<file path="config.mk">
export PLATFORM = sky130hd
export DESIGN_NAME = peak_centered_viewport_crop
export DESIGN_NICKNAME = d
export VERILOG_FILES = /design/src/rtl/core/pcvc_pkg.sv /design/src/rtl/core/pcvc_queue.sv /design/src/rtl/core/pcvc_front.sv /design/src/rtl/core/pcvc_corner.sv /design/src/rtl/core/pcvc_back.sv /design/src/rtl/core/peak_centered_viewport_crop.sv
export SDC_FILE = /design/constraint.sdc
export NUM_CORES = 2
export LEC_CHECK = 0
export BUFFER_PORTS_ARGS = -buffer_cell sky130_fd_sc_hd__buf_4
export CAP_MARGIN = 20
export CORE_ASPECT_RATIO = 0.7
export CORE_MARGIN = 3
export CORE_UTILIZATION = 35
export CTS_BUF_LIST = sky130_fd_sc_hd__clkbuf_4
export DETAILED_ROUTE_END_ITERATION = 10
export GPL_ROUTABILITY_DRIVEN = 0
export HOLD_SLACK_MARGIN = 0.12
export SLEW_MARGIN = 20
export SYNTH_ARGS = -nofsm -noshare
export SYNTH_HDL_FRONTEND = slang
export SYNTH_HIERARCHICAL = 1
export SYNTH_SLANG_ARGS = --single-unit
</file>
<file path="constraint.sdc">
create_clock -name clk -period 6.79 [get_ports clk]
set_input_delay 0.679 -clock clk [delete_from_list [all_inputs] [get_ports clk]]
set_output_delay 0.679 -clock clk [all_outputs]
set_load 0.02 [all_outputs]
</file>
<file path="src/rtl/core/pcvc_pkg.sv">
// Shared types, constants and helpers for the peak-centred viewport crop.
`default_nettype none
package pcvc_pkg;

	localparam int REG_W     = 13;
	localparam int DIM_W     = 12;
	localparam int ACT_W     = 32;
	localparam int PIX_W     = 16;
	localparam int IDX_W     = 3;
	localparam logic [REG_W-1:0] MAX_DIM = 13'd4096;

	// Pixel queue between front and back
	localparam int QUEUE_DEPTH = 4;
	localparam int QPTR_W      = 2;
	localparam int QCNT_W      = 3;

	// Corner unit: numerator 2*pos*span + size fits in 25 bits
	localparam int NUM_W  = 25;
	localparam int PROD_W = 2 * DIM_W;
	localparam int REM_W  = REG_W + 1;
	localparam int CNT_W  = 5;

	typedef enum logic [IDX_W-1:0] {
		REG_IMAGE_WIDTH     = 3'd0,
		REG_IMAGE_HEIGHT    = 3'd1,
		REG_VIEW_WIDTH      = 3'd2,
		REG_VIEW_HEIGHT     = 3'd3,
		REG_MAP_WIDTH       = 3'd4,
		REG_MAP_HEIGHT      = 3'd5,
		REG_CENTER_FROM_MAP = 3'd6
	} reg_index_t;

	// Dimensions already clamped to 1..MAX_DIM
	typedef struct packed {
		logic [REG_W-1:0] image_width;
		logic [REG_W-1:0] image_height;
		logic [REG_W-1:0] view_width;
		logic [REG_W-1:0] view_height;
		logic [REG_W-1:0] map_width;
		logic [REG_W-1:0] map_height;
		logic             center_from_map;
	} cfg_t;

	typedef struct packed {
		logic [PIX_W-1:0] pixel;
		logic [DIM_W-1:0] col;
		logic [DIM_W-1:0] row;
		logic             first;
		logic [DIM_W-1:0] best_col;
		logic [DIM_W-1:0] best_row;
	} pix_entry_t;

	typedef struct packed {
		logic             start;
		logic [DIM_W-1:0] pos;
		logic [DIM_W-1:0] span;
		logic [REG_W-1:0] size;
	} corner_req_t;

	typedef struct packed {
		logic             done;
		logic [DIM_W-1:0] quot;
	} corner_rsp_t;

	typedef enum logic [1:0] {
		BK_RUN,
		BK_CALC_X,
		BK_CALC_Y
	} back_state_t;

	typedef enum logic [1:0] {
		CN_IDLE,
		CN_MUL,
		CN_DIV
	} corner_state_t;

	// Zero counts as one, anything above MAX_DIM counts as MAX_DIM
	function automatic logic [REG_W-1:0] clamp_dim(input logic [REG_W-1:0] r);
		logic [REG_W-1:0] v;
		if (r == '0) begin
			v = {{(REG_W-1){1'b0}}, 1'b1};
		end else if (r > MAX_DIM) begin
			v = MAX_DIM;
		end else begin
			v = r;
		end
		return v;
	endfunction

endpackage
`default_nettype wire

</file>
<file path="src/rtl/core/pcvc_queue.sv">
// Short pixel queue that decouples the front from the back.
`default_nettype none
module pcvc_queue
	import pcvc_pkg::*;
(
	input  wire logic       clk,
	input  wire logic       arst_n,
	input  wire logic       wr_en,
	input  pix_entry_t      wr_data,
	input  wire logic       rd_en,
	output pix_entry_t      rd_data,
	output logic            full,
	output logic            empty
);

	pix_entry_t          mem_q [QUEUE_DEPTH];
	logic [QPTR_W-1:0]   wr_ptr_q;
	logic [QPTR_W-1:0]   rd_ptr_q;
	logic [QCNT_W-1:0]   count_q;

	assign full    = (count_q == QCNT_W'(QUEUE_DEPTH));
	assign empty   = (count_q == '0);
	assign rd_data = mem_q[rd_ptr_q];

	// Store on write
	always_ff @(posedge clk) begin
		if (wr_en) begin
			mem_q[wr_ptr_q] <= wr_data;
		end
	end

	// Advance pointers and occupancy
	always_ff @(posedge clk or negedge arst_n) begin
		if (!arst_n) begin
			wr_ptr_q <= '0;
			rd_ptr_q <= '0;
			count_q  <= '0;
		end else begin
			if (wr_en) begin
				wr_ptr_q <= wr_ptr_q + 1'b1;
			end
			if (rd_en) begin
				rd_ptr_q <= rd_ptr_q + 1'b1;
			end
			if (wr_en && !rd_en) begin
				count_q <= count_q + 1'b1;
			end else if (!wr_en && rd_en) begin
				count_q <= count_q - 1'b1;
			end
		end
	end

endmodule
`default_nettype wire

</file>
<file path="src/rtl/core/pcvc_front.sv">
// Front end: tracks the map peak and numbers the image pixels.
`default_nettype none
module pcvc_front
	import pcvc_pkg::*;
(
	input  wire logic                    clk,
	input  wire logic                    arst_n,
	input  cfg_t                         cfg,
	input  wire logic                    take,
	input  wire logic                    func,
	input  wire logic signed [ACT_W-1:0] activation,
	input  wire logic [PIX_W-1:0]        pixel,
	output logic                         q_push,
	output pix_entry_t                   q_entry
);

	logic signed [ACT_W-1:0] best_value_q;
	logic [DIM_W-1:0]        best_col_q;
	logic [DIM_W-1:0]        best_row_q;
	logic [DIM_W-1:0]        map_col_q;
	logic [DIM_W-1:0]        map_row_q;
	logic [DIM_W-1:0]        img_col_q;
	logic [DIM_W-1:0]        img_row_q;

	logic map_first;
	logic map_better;
	logic map_col_wrap;
	logic map_row_wrap;
	logic img_first;
	logic img_col_wrap;
	logic img_row_wrap;

	assign map_first    = (map_col_q == '0) && (map_row_q == '0);
	assign map_better   = activation > best_value_q;
	assign map_col_wrap = ({1'b0, map_col_q} + 13'd1) >= cfg.map_width;
	assign map_row_wrap = ({1'b0, map_row_q} + 13'd1) >= cfg.map_height;
	assign img_first    = (img_col_q == '0) && (img_row_q == '0);
	assign img_col_wrap = ({1'b0, img_col_q} + 13'd1) >= cfg.image_width;
	assign img_row_wrap = ({1'b0, img_row_q} + 13'd1) >= cfg.image_height;

	// Hand pixels to the back with the peak as it stands now
	assign q_push           = take && func;
	assign q_entry.pixel    = pixel;
	assign q_entry.col      = img_col_q;
	assign q_entry.row      = img_row_q;
	assign q_entry.first    = img_first;
	assign q_entry.best_col = best_col_q;
	assign q_entry.best_row = best_row_q;

	// Peak search and raster counters
	always_ff @(posedge clk or negedge arst_n) begin
		if (!arst_n) begin
			best_value_q <= '0;
			best_col_q   <= '0;
			best_row_q   <= '0;
			map_col_q    <= '0;
			map_row_q    <= '0;
			img_col_q    <= '0;
			img_row_q    <= '0;
		end else if (take && !func) begin
			if (map_first || map_better) begin
				best_value_q <= activation;
				best_col_q   <= map_col_q;
				best_row_q   <= map_row_q;
			end
			if (map_col_wrap) begin
				map_col_q <= '0;
				map_row_q <= map_row_wrap ? '0 : map_row_q + 1'b1;
			end else begin
				map_col_q <= map_col_q + 1'b1;
			end
		end else if (take && func) begin
			if (img_col_wrap) begin
				img_col_q <= '0;
				if (img_row_wrap) begin
					// end of image: restart the map of the next frame
					img_row_q <= '0;
					map_col_q <= '0;
					map_row_q <= '0;
				end else begin
					img_row_q <= img_row_q + 1'b1;
				end
			end else begin
				img_col_q <= img_col_q + 1'b1;
			end
		end
	end

endmodule
`default_nettype wire

</file>
<file path="src/rtl/core/pcvc_corner.sv">
// Corner unit: round(pos * span / size), half up, saturated to span.
`default_nettype none
module pcvc_corner
	import pcvc_pkg::*;
(
	input  wire logic  clk,
	input  wire logic  arst_n,
	input  corner_req_t req,
	output corner_rsp_t rsp
);

	corner_state_t     state_q;
	corner_state_t     state_d;
	logic [DIM_W-1:0]  pos_q;
	logic [DIM_W-1:0]  span_q;
	logic [REG_W-1:0]  size_q;
	logic [NUM_W-1:0]  num_q;
	logic [REM_W-1:0]  rem_q;
	logic [NUM_W-1:0]  quot_q;
	logic [CNT_W-1:0]  cnt_q;
	logic              done_q;
	logic [DIM_W-1:0]  result_q;

	logic [PROD_W-1:0] prod;
	logic [REM_W:0]    rem_sh;
	logic [REM_W:0]    divisor;
	logic              rem_ge;
	logic [REM_W:0]    rem_next;
	logic [NUM_W-1:0]  quot_next;

	assign prod      = pos_q * span_q;
	assign rem_sh    = {rem_q, num_q[NUM_W-1]};
	assign divisor   = {1'b0, size_q, 1'b0};
	assign rem_ge    = rem_sh >= divisor;
	assign rem_next  = rem_ge ? rem_sh - divisor : rem_sh;
	assign quot_next = {quot_q[NUM_W-2:0], rem_ge};

	assign rsp.done = done_q;
	assign rsp.quot = result_q;

	// Next state
	always_comb begin
		state_d = state_q;
		unique case (state_q)
			CN_IDLE: begin
				if (req.start) begin
					state_d = CN_MUL;
				end
			end
			CN_MUL: begin
				state_d = CN_DIV;
			end
			CN_DIV: begin
				if (cnt_q == '0) begin
					state_d = CN_IDLE;
				end
			end
			default: begin
				state_d = CN_IDLE;
			end
		endcase
	end

	always_ff @(posedge clk or negedge arst_n) begin
		if (!arst_n) begin
			state_q <= CN_IDLE;
			done_q  <= 1'b0;
		end else begin
			state_q <= state_d;
			done_q  <= (state_q == CN_DIV) && (cnt_q == '0);
		end
	end

	// Multiply once, then one quotient bit per cycle
	always_ff @(posedge clk) begin
		unique case (state_q)
			CN_IDLE: begin
				if (req.start) begin
					pos_q  <= req.pos;
					span_q <= req.span;
					size_q <= req.size;
				end
			end
			CN_MUL: begin
				num_q  <= {prod, 1'b0} + NUM_W'(size_q);
				rem_q  <= '0;
				quot_q <= '0;
				cnt_q  <= CNT_W'(NUM_W - 1);
			end
			CN_DIV: begin
				rem_q  <= rem_next[REM_W-1:0];
				quot_q <= quot_next;
				num_q  <= {num_q[NUM_W-2:0], 1'b0};
				cnt_q  <= cnt_q - 1'b1;
				if (cnt_q == '0) begin
					result_q <= (quot_next > NUM_W'(span_q)) ? span_q
						: quot_next[DIM_W-1:0];
				end
			end
			default: begin
			end
		endcase
	end

endmodule
`default_nettype wire

</file>
<file path="src/rtl/core/pcvc_back.sv">
// Back end: fixes the window corner per frame and crops the pixels.
`default_nettype none
module pcvc_back
	import pcvc_pkg::*;
(
	input  wire logic        clk,
	input  wire logic        arst_n,
	input  cfg_t             cfg,
	input  wire logic        q_empty,
	input  pix_entry_t       q_head,
	output logic             q_pop,
	output corner_req_t      corner_req,
	input  corner_rsp_t      corner_rsp,
	input  wire logic        pop,
	output logic             empty,
	output logic [PIX_W-1:0] pixel_out,
	output logic [DIM_W-1:0] out_col,
	output logic [DIM_W-1:0] out_row,
	output logic             last,
	output logic             size_error
);

	back_state_t      state_q;
	back_state_t      state_d;
	logic [DIM_W-1:0] left_q;
	logic [DIM_W-1:0] top_q;
	logic             drop_q;
	logic             corner_done_q;
	logic             out_valid_q;

	logic [REG_W-1:0] span_x;
	logic [REG_W-1:0] span_y;
	logic [REG_W-1:0] half_x;
	logic [REG_W-1:0] half_y;
	logic             size_bad;
	logic             need_corner;
	logic             slot_free;
	logic [DIM_W-1:0] off_col;
	logic [DIM_W-1:0] off_row;
	logic             in_window;
	logic             hit;
	logic             load_err;
	logic             load_pix;
	logic             set_centre;
	logic             take_x;
	logic             take_y;

	assign size_bad    = (cfg.view_width > cfg.image_width)
		|| (cfg.view_height > cfg.image_height);
	assign span_x      = cfg.image_width - cfg.view_width;
	assign span_y      = cfg.image_height - cfg.view_height;
	assign half_x      = (span_x + 13'd1) >> 1;
	assign half_y      = (span_y + 13'd1) >> 1;
	assign need_corner = !q_empty && q_head.first && !corner_done_q;
	assign slot_free   = !out_valid_q || pop;
	assign off_col     = q_head.col - left_q;
	assign off_row     = q_head.row - top_q;
	assign in_window   = (q_head.col >= left_q) && ({1'b0, off_col} < cfg.view_width)
		&& (q_head.row >= top_q) && ({1'b0, off_row} < cfg.view_height);
	assign hit         = !drop_q && in_window;
	assign empty       = !out_valid_q;

	// Sequence the corner, then crop one pixel per cycle unless stalled
	always_comb begin
		state_d         = state_q;
		q_pop           = 1'b0;
		load_err        = 1'b0;
		load_pix        = 1'b0;
		set_centre      = 1'b0;
		take_x          = 1'b0;
		take_y          = 1'b0;
		corner_req      = '0;
		corner_req.pos  = q_head.best_col;
		corner_req.span = span_x[DIM_W-1:0];
		corner_req.size = cfg.map_width;
		unique case (state_q)
			BK_RUN: begin
				if (need_corner) begin
					if (size_bad) begin
						if (slot_free) begin
							load_err = 1'b1;
							q_pop    = 1'b1;
						end
					end else if (cfg.center_from_map) begin
						corner_req.start = 1'b1;
						state_d          = BK_CALC_X;
					end else begin
						set_centre = 1'b1;
					end
				end else if (!q_empty && slot_free) begin
					q_pop    = 1'b1;
					load_pix = hit;
				end
			end
			BK_CALC_X: begin
				if (corner_rsp.done) begin
					take_x           = 1'b1;
					corner_req.start = 1'b1;
					corner_req.pos   = q_head.best_row;
					corner_req.span  = span_y[DIM_W-1:0];
					corner_req.size  = cfg.map_height;
					state_d          = BK_CALC_Y;
				end
			end
			BK_CALC_Y: begin
				if (corner_rsp.done) begin
					take_y  = 1'b1;
					state_d = BK_RUN;
				end
			end
			default: begin
				state_d = BK_RUN;
			end
		endcase
	end

	// Control state
	always_ff @(posedge clk or negedge arst_n) begin
		if (!arst_n) begin
			state_q       <= BK_RUN;
			left_q        <= '0;
			top_q         <= '0;
			drop_q        <= 1'b0;
			corner_done_q <= 1'b0;
			out_valid_q   <= 1'b0;
		end else begin
			state_q <= state_d;
			if (set_centre) begin
				left_q        <= half_x[DIM_W-1:0];
				top_q         <= half_y[DIM_W-1:0];
				drop_q        <= 1'b0;
				corner_done_q <= 1'b1;
			end
			if (take_x) begin
				left_q <= corner_rsp.quot;
			end
			if (take_y) begin
				top_q         <= corner_rsp.quot;
				drop_q        <= 1'b0;
				corner_done_q <= 1'b1;
			end
			if (load_err) begin
				drop_q <= 1'b1;
			end
			if (q_pop) begin
				corner_done_q <= 1'b0;
			end
			if (load_err || load_pix) begin
				out_valid_q <= 1'b1;
			end else if (pop) begin
				out_valid_q <= 1'b0;
			end
		end
	end

	// Result register
	always_ff @(posedge clk) begin
		if (load_err) begin
			pixel_out  <= '0;
			out_col    <= '0;
			out_row    <= '0;
			last       <= 1'b0;
			size_error <= 1'b1;
		end else if (load_pix) begin
			pixel_out  <= q_head.pixel;
			out_col    <= off_col;
			out_row    <= off_row;
			last       <= ({1'b0, off_col} == cfg.view_width - 13'd1)
				&& ({1'b0, off_row} == cfg.view_height - 13'd1);
			size_error <= 1'b0;
		end
	end

endmodule
`default_nettype wire

</file>
<file path="src/rtl/core/peak_centered_viewport_crop.sv">
// Top level of the peak-centred viewport crop: registers and wiring.
//
// Each frame is an activation map followed by an image, both row-major, on
// one input queue (func 0 for a map sample, 1 for a pixel). Map samples and
// ordinary pixels are taken one per cycle while the queue is not full. The
// first pixel of each frame fixes the window corner in the back end.
// Centring on the map peak runs the shared multiply and bit-serial divide
// unit twice. Meanwhile the front keeps accepting until the four-entry pixel
// queue fills. Pixels inside the window leave one per cycle, while pop keeps
// up, through a single result register. A view larger than the image gives
// one result with size_error set, and the rest of that frame is dropped.
// Configuration is to be written only while the block is idle; the block
// itself does not enforce this.
`default_nettype none
module peak_centered_viewport_crop
	import pcvc_pkg::*;
(
	input  wire logic                    clk,
	input  wire logic                    arst_n,
	input  wire logic                    cfg_wr_en,
	input  wire logic [IDX_W-1:0]        cfg_index,
	input  wire logic [REG_W-1:0]        cfg_data,
	input  wire logic                    push,
	output logic                         full,
	input  wire logic                    func,
	input  wire logic signed [ACT_W-1:0] activation,
	input  wire logic [PIX_W-1:0]        pixel,
	output logic                         empty,
	input  wire logic                    pop,
	output logic [PIX_W-1:0]             pixel_out,
	output logic [DIM_W-1:0]             out_col,
	output logic [DIM_W-1:0]             out_row,
	output logic                         last,
	output logic                         size_error
);

	logic [REG_W-1:0] image_width_q;
	logic [REG_W-1:0] image_height_q;
	logic [REG_W-1:0] view_width_q;
	logic [REG_W-1:0] view_height_q;
	logic [REG_W-1:0] map_width_q;
	logic [REG_W-1:0] map_height_q;
	logic             center_from_map_q;

	cfg_t        cfg;
	logic        take;
	logic        q_push;
	pix_entry_t  q_entry;
	logic        q_pop;
	pix_entry_t  q_head;
	logic        q_full;
	logic        q_empty;
	corner_req_t corner_req;
	corner_rsp_t corner_rsp;

	// Configuration registers
	always_ff @(posedge clk or negedge arst_n) begin
		if (!arst_n) begin
			image_width_q     <= 13'd640;
			image_height_q    <= 13'd480;
			view_width_q      <= 13'd10;
			view_height_q     <= 13'd10;
			map_width_q       <= 13'd64;
			map_height_q      <= 13'd64;
			center_from_map_q <= 1'b0;
		end else if (cfg_wr_en) begin
			unique case (reg_index_t'(cfg_index))
				REG_IMAGE_WIDTH:     image_width_q     <= cfg_data;
				REG_IMAGE_HEIGHT:    image_height_q    <= cfg_data;
				REG_VIEW_WIDTH:      view_width_q      <= cfg_data;
				REG_VIEW_HEIGHT:     view_height_q     <= cfg_data;
				REG_MAP_WIDTH:       map_width_q       <= cfg_data;
				REG_MAP_HEIGHT:      map_height_q      <= cfg_data;
				REG_CENTER_FROM_MAP: center_from_map_q <= cfg_data[0];
				default: begin
				end
			endcase
		end
	end

	// Clamp the dimensions once for both halves
	assign cfg.image_width     = clamp_dim(image_width_q);
	assign cfg.image_height    = clamp_dim(image_height_q);
	assign cfg.view_width      = clamp_dim(view_width_q);
	assign cfg.view_height     = clamp_dim(view_height_q);
	assign cfg.map_width       = clamp_dim(map_width_q);
	assign cfg.map_height      = clamp_dim(map_height_q);
	assign cfg.center_from_map = center_from_map_q;

	assign full = q_full;
	assign take = push && !q_full;

	pcvc_front u_front (
		.clk        (clk),
		.arst_n     (arst_n),
		.cfg        (cfg),
		.take       (take),
		.func       (func),
		.activation (activation),
		.pixel      (pixel),
		.q_push     (q_push),
		.q_entry    (q_entry)
	);

	pcvc_queue u_queue (
		.clk     (clk),
		.arst_n  (arst_n),
		.wr_en   (q_push),
		.wr_data (q_entry),
		.rd_en   (q_pop),
		.rd_data (q_head),
		.full    (q_full),
		.empty   (q_empty)
	);

	pcvc_corner u_corner (
		.clk    (clk),
		.arst_n (arst_n),
		.req    (corner_req),
		.rsp    (corner_rsp)
	);

	pcvc_back u_back (
		.clk        (clk),
		.arst_n     (arst_n),
		.cfg        (cfg),
		.q_empty    (q_empty),
		.q_head     (q_head),
		.q_pop      (q_pop),
		.corner_req (corner_req),
		.corner_rsp (corner_rsp),
		.pop        (pop),
		.empty      (empty),
		.pixel_out  (pixel_out),
		.out_col    (out_col),
		.out_row    (out_row),
		.last       (last),
		.size_error (size_error)
	);

endmodule
`default_nettype wire
</file>
## Word-level counts from Yosys, hierarchy flattened

Memories as Yosys holds them, arrays and structs flattened.
Index checks and enable logic that the tools add are counted.

| operators by class | value |
|---|---|
| $add $sub $neg | 23 |
| $mul | 1 |
| magnitude comparators | 19 |
| eq/ne operators | 21 |
| mux-type cells | 76 |
| bitwise logic cells | 1 |
| reduce and logical (&&, ||, !) cells | 69 |

Operators with widths:

| kind | count |
|---|---|
| $mux 12 | 15 |
| $mux 13 | 12 |
| $gt 13x13->1 const B | 6 |
| $logic_not 13->1 | 6 |
| $add 12x1->13 const B | 4 |
| $ge 13x13->1 | 4 |
| $pmux 25 s2 | 1 |
| $add 12x1->12 const B | 4 |
| $logic_not 12->1 | 4 |
| $pmux 24 s2 | 1 |
| $mux 38 | 1 |
| $mux 37 | 1 |
| $gt 32x32->1 | 1 |
| $mux 1 | 30 |
| $pmux 14 s2 | 1 |
| $add 13x1->13 const B | 2 |
| $eq 12x13->1 | 2 |
| $gt 13x13->1 | 2 |
| $lt 12x13->1 | 2 |
| $sub 13x1->13 const B | 2 |
| $sub 13x13->13 | 2 |
| $add 25x13->25 | 1 |
| $gt 25x12->1 | 1 |
| $ge 12x12->1 | 2 |
| 34 further kinds | 103 |

| storage, ports and cells | value |
|---|---|
| register bits after elaboration | 381 |
| bits in writable memories | 260 |
| input port bits | 70 |
| output and inout bits | 44 |
| word-level logic and storage cells | 249 |
| memories | 1 |

Memories:

| name | depth | width | read ports | clocked after Yosys merged registers in | wr ports | line | source |
|---|---|---|---|---|---|---|---|
| u_queue.mem_q | 4 | 65 | 1 | 0 | 1 | pcvc_queue.sv:16 | `pix_entry_t mem_q [QUEUE_DEPTH];` |

## Depth between registers and ports, before layout

| logic depth | value |
|---|---|
| word-level depth | 13 |
| depth in mapped cells | 24 |
| depth with buffers taken out | 23 |

## By module

Netlist, hierarchy kept.

By module, submodules not included:

| module | instances | cells an instance | area an instance (µm²) | seq. area each (µm²) |
|---|---|---|---|---|
| pcvc_corner | 1 | 1093 | 11079.4 | 3588.4 |
| pcvc_queue | 1 | 374 | 9808.2 | 7982.7 |
| pcvc_front | 1 | 826 | 7492.2 | 2602.5 |
| pcvc_back | 1 | 939 | 7270.7 | 1566.5 |
| peak_centered_viewport_crop | 1 | 280 | 3711.1 | 1991.9 |

## Least setup slack after synthesis

No wires, ideal clock.

| timing path | value |
|---|---|
| path type | reg-to-reg |
| start | reg u_corner.span_q[5] |
| end | reg u_corner.num_q[22] (data pin) |
| setup time | 0.260 ns |
| data arrival time | 5.880 ns |
| required time | 6.530 ns |
| slack | 0.649 ns |
| stages on the path, launching flop included | 23 |
| buffers on the path | 1 |
| period minus slack after synthesis | 6.141 ns |
| path through | edfxtp_1 > clkbuf_1 > nand2_1 > fa_1 > fa_1 > inv_1 > ha_1 > fa_1 > inv_1 > fa_1 > inv_1 > ha_1 > a21o_1 > a31o_2 > o21a_1 > nor2_1 > ha_1 > or3_1 > o2111a_1 > o21ai_1 > nor4b_4 > xnor2_1 > mux2_4 |

| between the ends | value |
|---|---|
| word-level cells in the longest chain between the ends | 3 |

RTL lines:

| element | line | source |
|---|---|---|
| from (decl) | pcvc_corner.sv:15 | `logic [DIM_W-1:0] span_q;` |
| from (signal assigned) | pcvc_corner.sv:80 | `span_q <= req.span;` |
| $mul 12x12->24 | pcvc_corner.sv:31 | `assign prod = pos_q * span_q;` |
| $add 25x13->25 | pcvc_corner.sv:85 | `num_q <= {prod, 1'b0} + NUM_W'(size_q);` |
| $pmux 25 s2 | pcvc_corner.sv:76 | `unique case (state_q)` |
| to (signal assigned) | pcvc_corner.sv:85 |  |
| to (signal assigned) | pcvc_corner.sv:93 | `num_q <= {num_q[NUM_W-2:0], 1'b0};` |
| to (decl) | pcvc_corner.sv:17 | `logic [NUM_W-1:0] num_q;` |

No other way between the ends.
A chain may end at the register's enable or synchronous reset.

## Worst setup path in the final report

| timing path | value |
|---|---|
| start | reg u_corner.pos_q[3] |
| end | reg u_corner.num_q[23] (data pin) |

| between the ends | value |
|---|---|
| word-level cells in the longest chain between the ends | 3 |

RTL lines:

| element | line | source |
|---|---|---|
| from (decl) | pcvc_corner.sv:14 | `logic [DIM_W-1:0] pos_q;` |
| from (signal assigned) | pcvc_corner.sv:79 | `pos_q <= req.pos;` |
| $mul 12x12->24 | pcvc_corner.sv:31 |  |
| $add 25x13->25 | pcvc_corner.sv:85 |  |
| $pmux 25 s2 | pcvc_corner.sv:76 |  |

No other way between the ends.

==> metrics list <==
* Result of the run: finished clean
* Hold Vio Cnt, Final: 0
* Global route overflow: 0
* Die W: 407 um
- Of the total synthesized cell area, the portion taken by XOR and XNOR cells is 3.98%.
- Die area: 117000 sq um
* Half-perimeter wire length of the detailed placement result: 76000 um
* Compound-gate portion of the synthesized area: 8.16%
* Post-layout instance count excluding filler cells: 5374
- The worst-case IR drop observed on VDD is 273 uV.
- Setup violations remaining at the end of the flow were counted as 0.
- Final core utilization: 40.3%
- Crit path time final: 6.44 ns
* Pwr dens: 435 nW/um^2
* Critical path capture point type: flip-flop
- Overall power consumption after layout is estimated at 19.4 mW.
* Post-CTS clock slew at the launch and capture registers of the worst setup and hold paths: 0.07 ns
- Multiplexer share of the synthesized area: 9.51%
* Fill cell total of the finished layout: 10700
- The via count of the first global-routing pass is 27000.
* Placed cells: 4971
- The share of synthesized area in the top cell type comes to 28.8%.
- For this design, the sink count on the clock tree is 641.
* Clock latency on the worst-skew pair: 1.08 ns
- The mapped netlist covers 39400 sq um.
* Count of standard-cell rows: 102
- Reported leakage power: 19.2 nW
- TritonCTS built the clock tree.
* Post-detailed-route count of antenna-violating nets: 0
- The core region is 111000 sq um.
- Largest family of logic cells by synthesized area: adder cells
- The synthesized design contains 377 enable-type register cells.
- Synthesis instantiated 98 different standard cells from the library.
* Maximum net fanout on the critical path: 12
- After routing, the total negative slack on setup checks comes to 0 ns.
- CP Data Required Time: 7.58 ns
* Leading register cell type out of synthesis: sky130_fd_sc_hd__edfxtp_1
- STA classifies the critical path startpoint as a flip-flop.
* Layout Area Growth over Synthesis: 13.6%
* Clock H-tree levels: 4
* Syn_nets: 3969
- Clock skew on the completed layout was measured at 0.0686 ns.
- Sequential cells were found to cover 45.0% of the synthesized design area.
- Measured along the y axis, the die boundary spans 287 um.
- For this run, the detailed router's first-pass iteration total came to 6.
- The worst path uses 94.8% of the clock period.
- Number of maximum-capacitance violations: 0
- The worst path meets setup with 0.353 ns of slack.
* Count of input and output buffers: 113
* Residual DRC count: 0
- Overall routed net length: 103000 um
- Total via count in the routed design: 27700
- Hold timing on the final database bottoms out at a slack of 0.333 ns.
- Final-report max-slew violation count: 0
* Simple-Gate Fraction of Synth Area: 13.6%
* Placed instance area: 41600 sq um
* Post-DR wirelength/cell: 19.2 um
- Global routing consumed, over all layers together, 17.9% of the routing resources.
* Number of antenna violations at the first check in global routing: 9
- The biggest area contributor in the post-synthesis netlist is sky130_fd_sc_hd__edfxtp_1.
- For this block, the initial DRC count from the detailed router was 2514.
- The first global-routing pass estimated 160000 um of wire.
- Post-synthesis average cell area: 11.2 sq um
- Timing would allow up to 155 MHz.
* Arr. time, crit path: 7.22 ns
- CTS buffer count: 176
* Transition time at the pin with the least slew margin: 1.02 ns
- Synthesis produced a netlist whose cell count is 3512.
- For this run, the post-layout net count is 4226.
- Maximum number of pins on one net before global-route repair: 74
- Rel. slew slack: 30.9%
* Largest cells by area after synthesis: sky130_fd_sc_hd__edfxtp_1 (29%), sky130_fd_sc_hd__dfrtp_1 (13%), sky130_fd_sc_hd__ha_1 (8.9%), sky130_fd_sc_hd__fa_1 (5.4%), sky130_fd_sc_hd__mux4_2 (3.7%)
- Dividing the detail-routed via count by the number of cells gives 5.16.
- Critical setup path kind: reg2reg
* Proportion of synthesized flip-flops having asynchronous set or reset: 34.6%
* Cell with the most instances after synthesis: sky130_fd_sc_hd__edfxtp_1
- Synthesis inferred 641 register bits.
- The finished cells cover 44700 sq um.
- Yosys printed 6 warnings.
- The initial utilization of the core area, before any placement, comes to 35.5%.
- In the synthesized netlist, the cells that appear most often are sky130_fd_sc_hd__edfxtp_1 (377), sky130_fd_sc_hd__nand2_1 (360), sky130_fd_sc_hd__inv_1 (357), sky130_fd_sc_hd__ha_1 (280), sky130_fd_sc_hd__dfrtp_1 (210).
- Placement-stage worst setup slack: 0.363 ns
* I/O pin count: 114
* Clock buffer depth: 3
- Hold/Removal Path Class: in2reg
- Setup repair after global routing left no endpoint under its margin.
- The root buffer cell chosen for the clock tree is sky130_fd_sc_hd__clkbuf_4.
- Ratio of cells with drive above 1 in the final layout: 17.2%
- Post-Synth Adder-Cell Area: 14.3%
## flip-flops by register name, summed over array words and instances, names as in the netlist, 13 cells and up
register and cells:
u_queue/mem_q 260, u_front/best_value_q 32, u_corner/rem_q 14, u_back/pixel_out 16, view_height_q 13, image_height_q 13
view_width_q 13, u_corner/num_q 25, image_width_q 13, u_corner/size_q 13, map_width_q 13, map_height_q 13
u_corner/quot_q 24
## cells by family after synthesis
group | Yosys count
AO/OA/AOI/OAI | 480
XOR/XNOR | 174
adder cells (fa/ha/maj) | 387
buffers and inverters | 505
flip-flops | 641
multiplexers | 273
AND/OR/NAND/NOR | 1052
## placed cells by master, fill, tap and decap left out, types with 54 or more instances in the layout
cell type | synthesis | final
sky130_fd_sc_hd__mux4_2 | 65 | 65
sky130_fd_sc_hd__ha_1 | 280 | 278
sky130_fd_sc_hd__clkbuf_4 | 0 | 270
sky130_fd_sc_hd__dlygate4sd3_1 | 0 | 68
sky130_fd_sc_hd__buf_4 | 22 | 154
sky130_fd_sc_hd__inv_1 | 357 | 357
sky130_fd_sc_hd__mux2i_1 | 54 | 54
sky130_fd_sc_hd__nor2_1 | 164 | 162
sky130_fd_sc_hd__fa_1 | 107 | 107
sky130_fd_sc_hd__a21oi_1 | 110 | 109
sky130_fd_sc_hd__o21ai_0 | 94 | 94
sky130_fd_sc_hd__dfrtp_1 | 210 | 208
sky130_fd_sc_hd__xor2_1 | 57 | 57
sky130_fd_sc_hd__and2_1 | 89 | 84
sky130_fd_sc_hd__edfxtp_1 | 377 | 377
sky130_fd_sc_hd__mux2_1 | 56 | 56
sky130_fd_sc_hd__nand2_1 | 360 | 359
sky130_fd_sc_hd__nor2b_1 | 89 | 89
sky130_fd_sc_hd__mux2_2 | 97 | 97
sky130_fd_sc_hd__nand3_1 | 64 | 64
sky130_fd_sc_hd__xnor2_1 | 114 | 114
## critical path, stage by stage (launching register included)
cell	delay [ns]
sky130_fd_sc_hd__edfxtp_1	0.62
sky130_fd_sc_hd__nand2_1	0.16
sky130_fd_sc_hd__fa_1	0.52
sky130_fd_sc_hd__fa_1	0.53
sky130_fd_sc_hd__inv_1	0.05
sky130_fd_sc_hd__ha_1	0.30
sky130_fd_sc_hd__fa_1	0.54
sky130_fd_sc_hd__inv_1	0.06
sky130_fd_sc_hd__fa_1	0.53
sky130_fd_sc_hd__inv_1	0.04
sky130_fd_sc_hd__ha_1	0.35
sky130_fd_sc_hd__a21o_1	0.23
sky130_fd_sc_hd__a31o_2	0.26
sky130_fd_sc_hd__nor3_1	0.14
sky130_fd_sc_hd__nor2_1	0.07
sky130_fd_sc_hd__ha_1	0.33
sky130_fd_sc_hd__o2111ai_1	0.15
sky130_fd_sc_hd__a21boi_0	0.28
sky130_fd_sc_hd__o21ai_0	0.16
sky130_fd_sc_hd__a21bo_2	0.29
sky130_fd_sc_hd__nor3_1	0.25
sky130_fd_sc_hd__xnor2_1	0.09
sky130_fd_sc_hd__mux2_2	0.26
## power breakdown
part	total (mW)	switching, mW	internal, mW
combinational	9.98	5.91	4.07
clock	3.63	1.72	1.91
sequential	5.82	0.600	5.22
total	19.4	8.23	11.2
## worst paths after layout
path / from / to / slack (ns) / cells past startpoint
max: u_corner/pos_q[3] / u_corner/num_q[23] / 0.35 / 22
min: func / u_front/img_col_q[5] / 0.33 / 4
max reg2reg: u_corner/pos_q[3] / u_corner/num_q[23] / 0.35 / 22
min reg2reg: u_back/last / u_back/last / 0.46 / 2
max in group asynchronous: arst_n / u_queue/rd_ptr_q[1] / 4.60 / 4
min in group asynchronous: arst_n / u_front/best_value_q[22] / 0.71 / 3
## per-layer routing
layer  vias to the layer above  routed length [um]  track usage, %
li1                      13100                   -               -
met1                     13600               50600            26.9
met2                       903               40800            23.7
met3                       146                9930            6.34
met4                         4                1880            4.91
met5                         -                 191            1.13
## cell type report
class | instances | area (sq um) | share of cell area, %
Clock buffer | 270 | 2030 | 4.53
Clock inverter | 51 | 317 | 0.708
Inverter | 359 | 1350 | 3.01
Tap cell | 1456 | 1820 | 4.08
Timing Repair Buffer | 225 | 1880 | 4.20
Antenna cell | 6 | 15.0 | 0.0336
Multi-Input combinational cell | 2366 | 19600 | 43.8
Sequential cell | 641 | 17700 | 39.7
## timing repair
action	CTS	global route
hold buffers	69	0
setup endpoints to repair	0	2
gates resized for setup	0	1
hold endpoints to repair	266	0
setup buffers	0	7
Note: power is estimated with default switching activity, not from simulation.
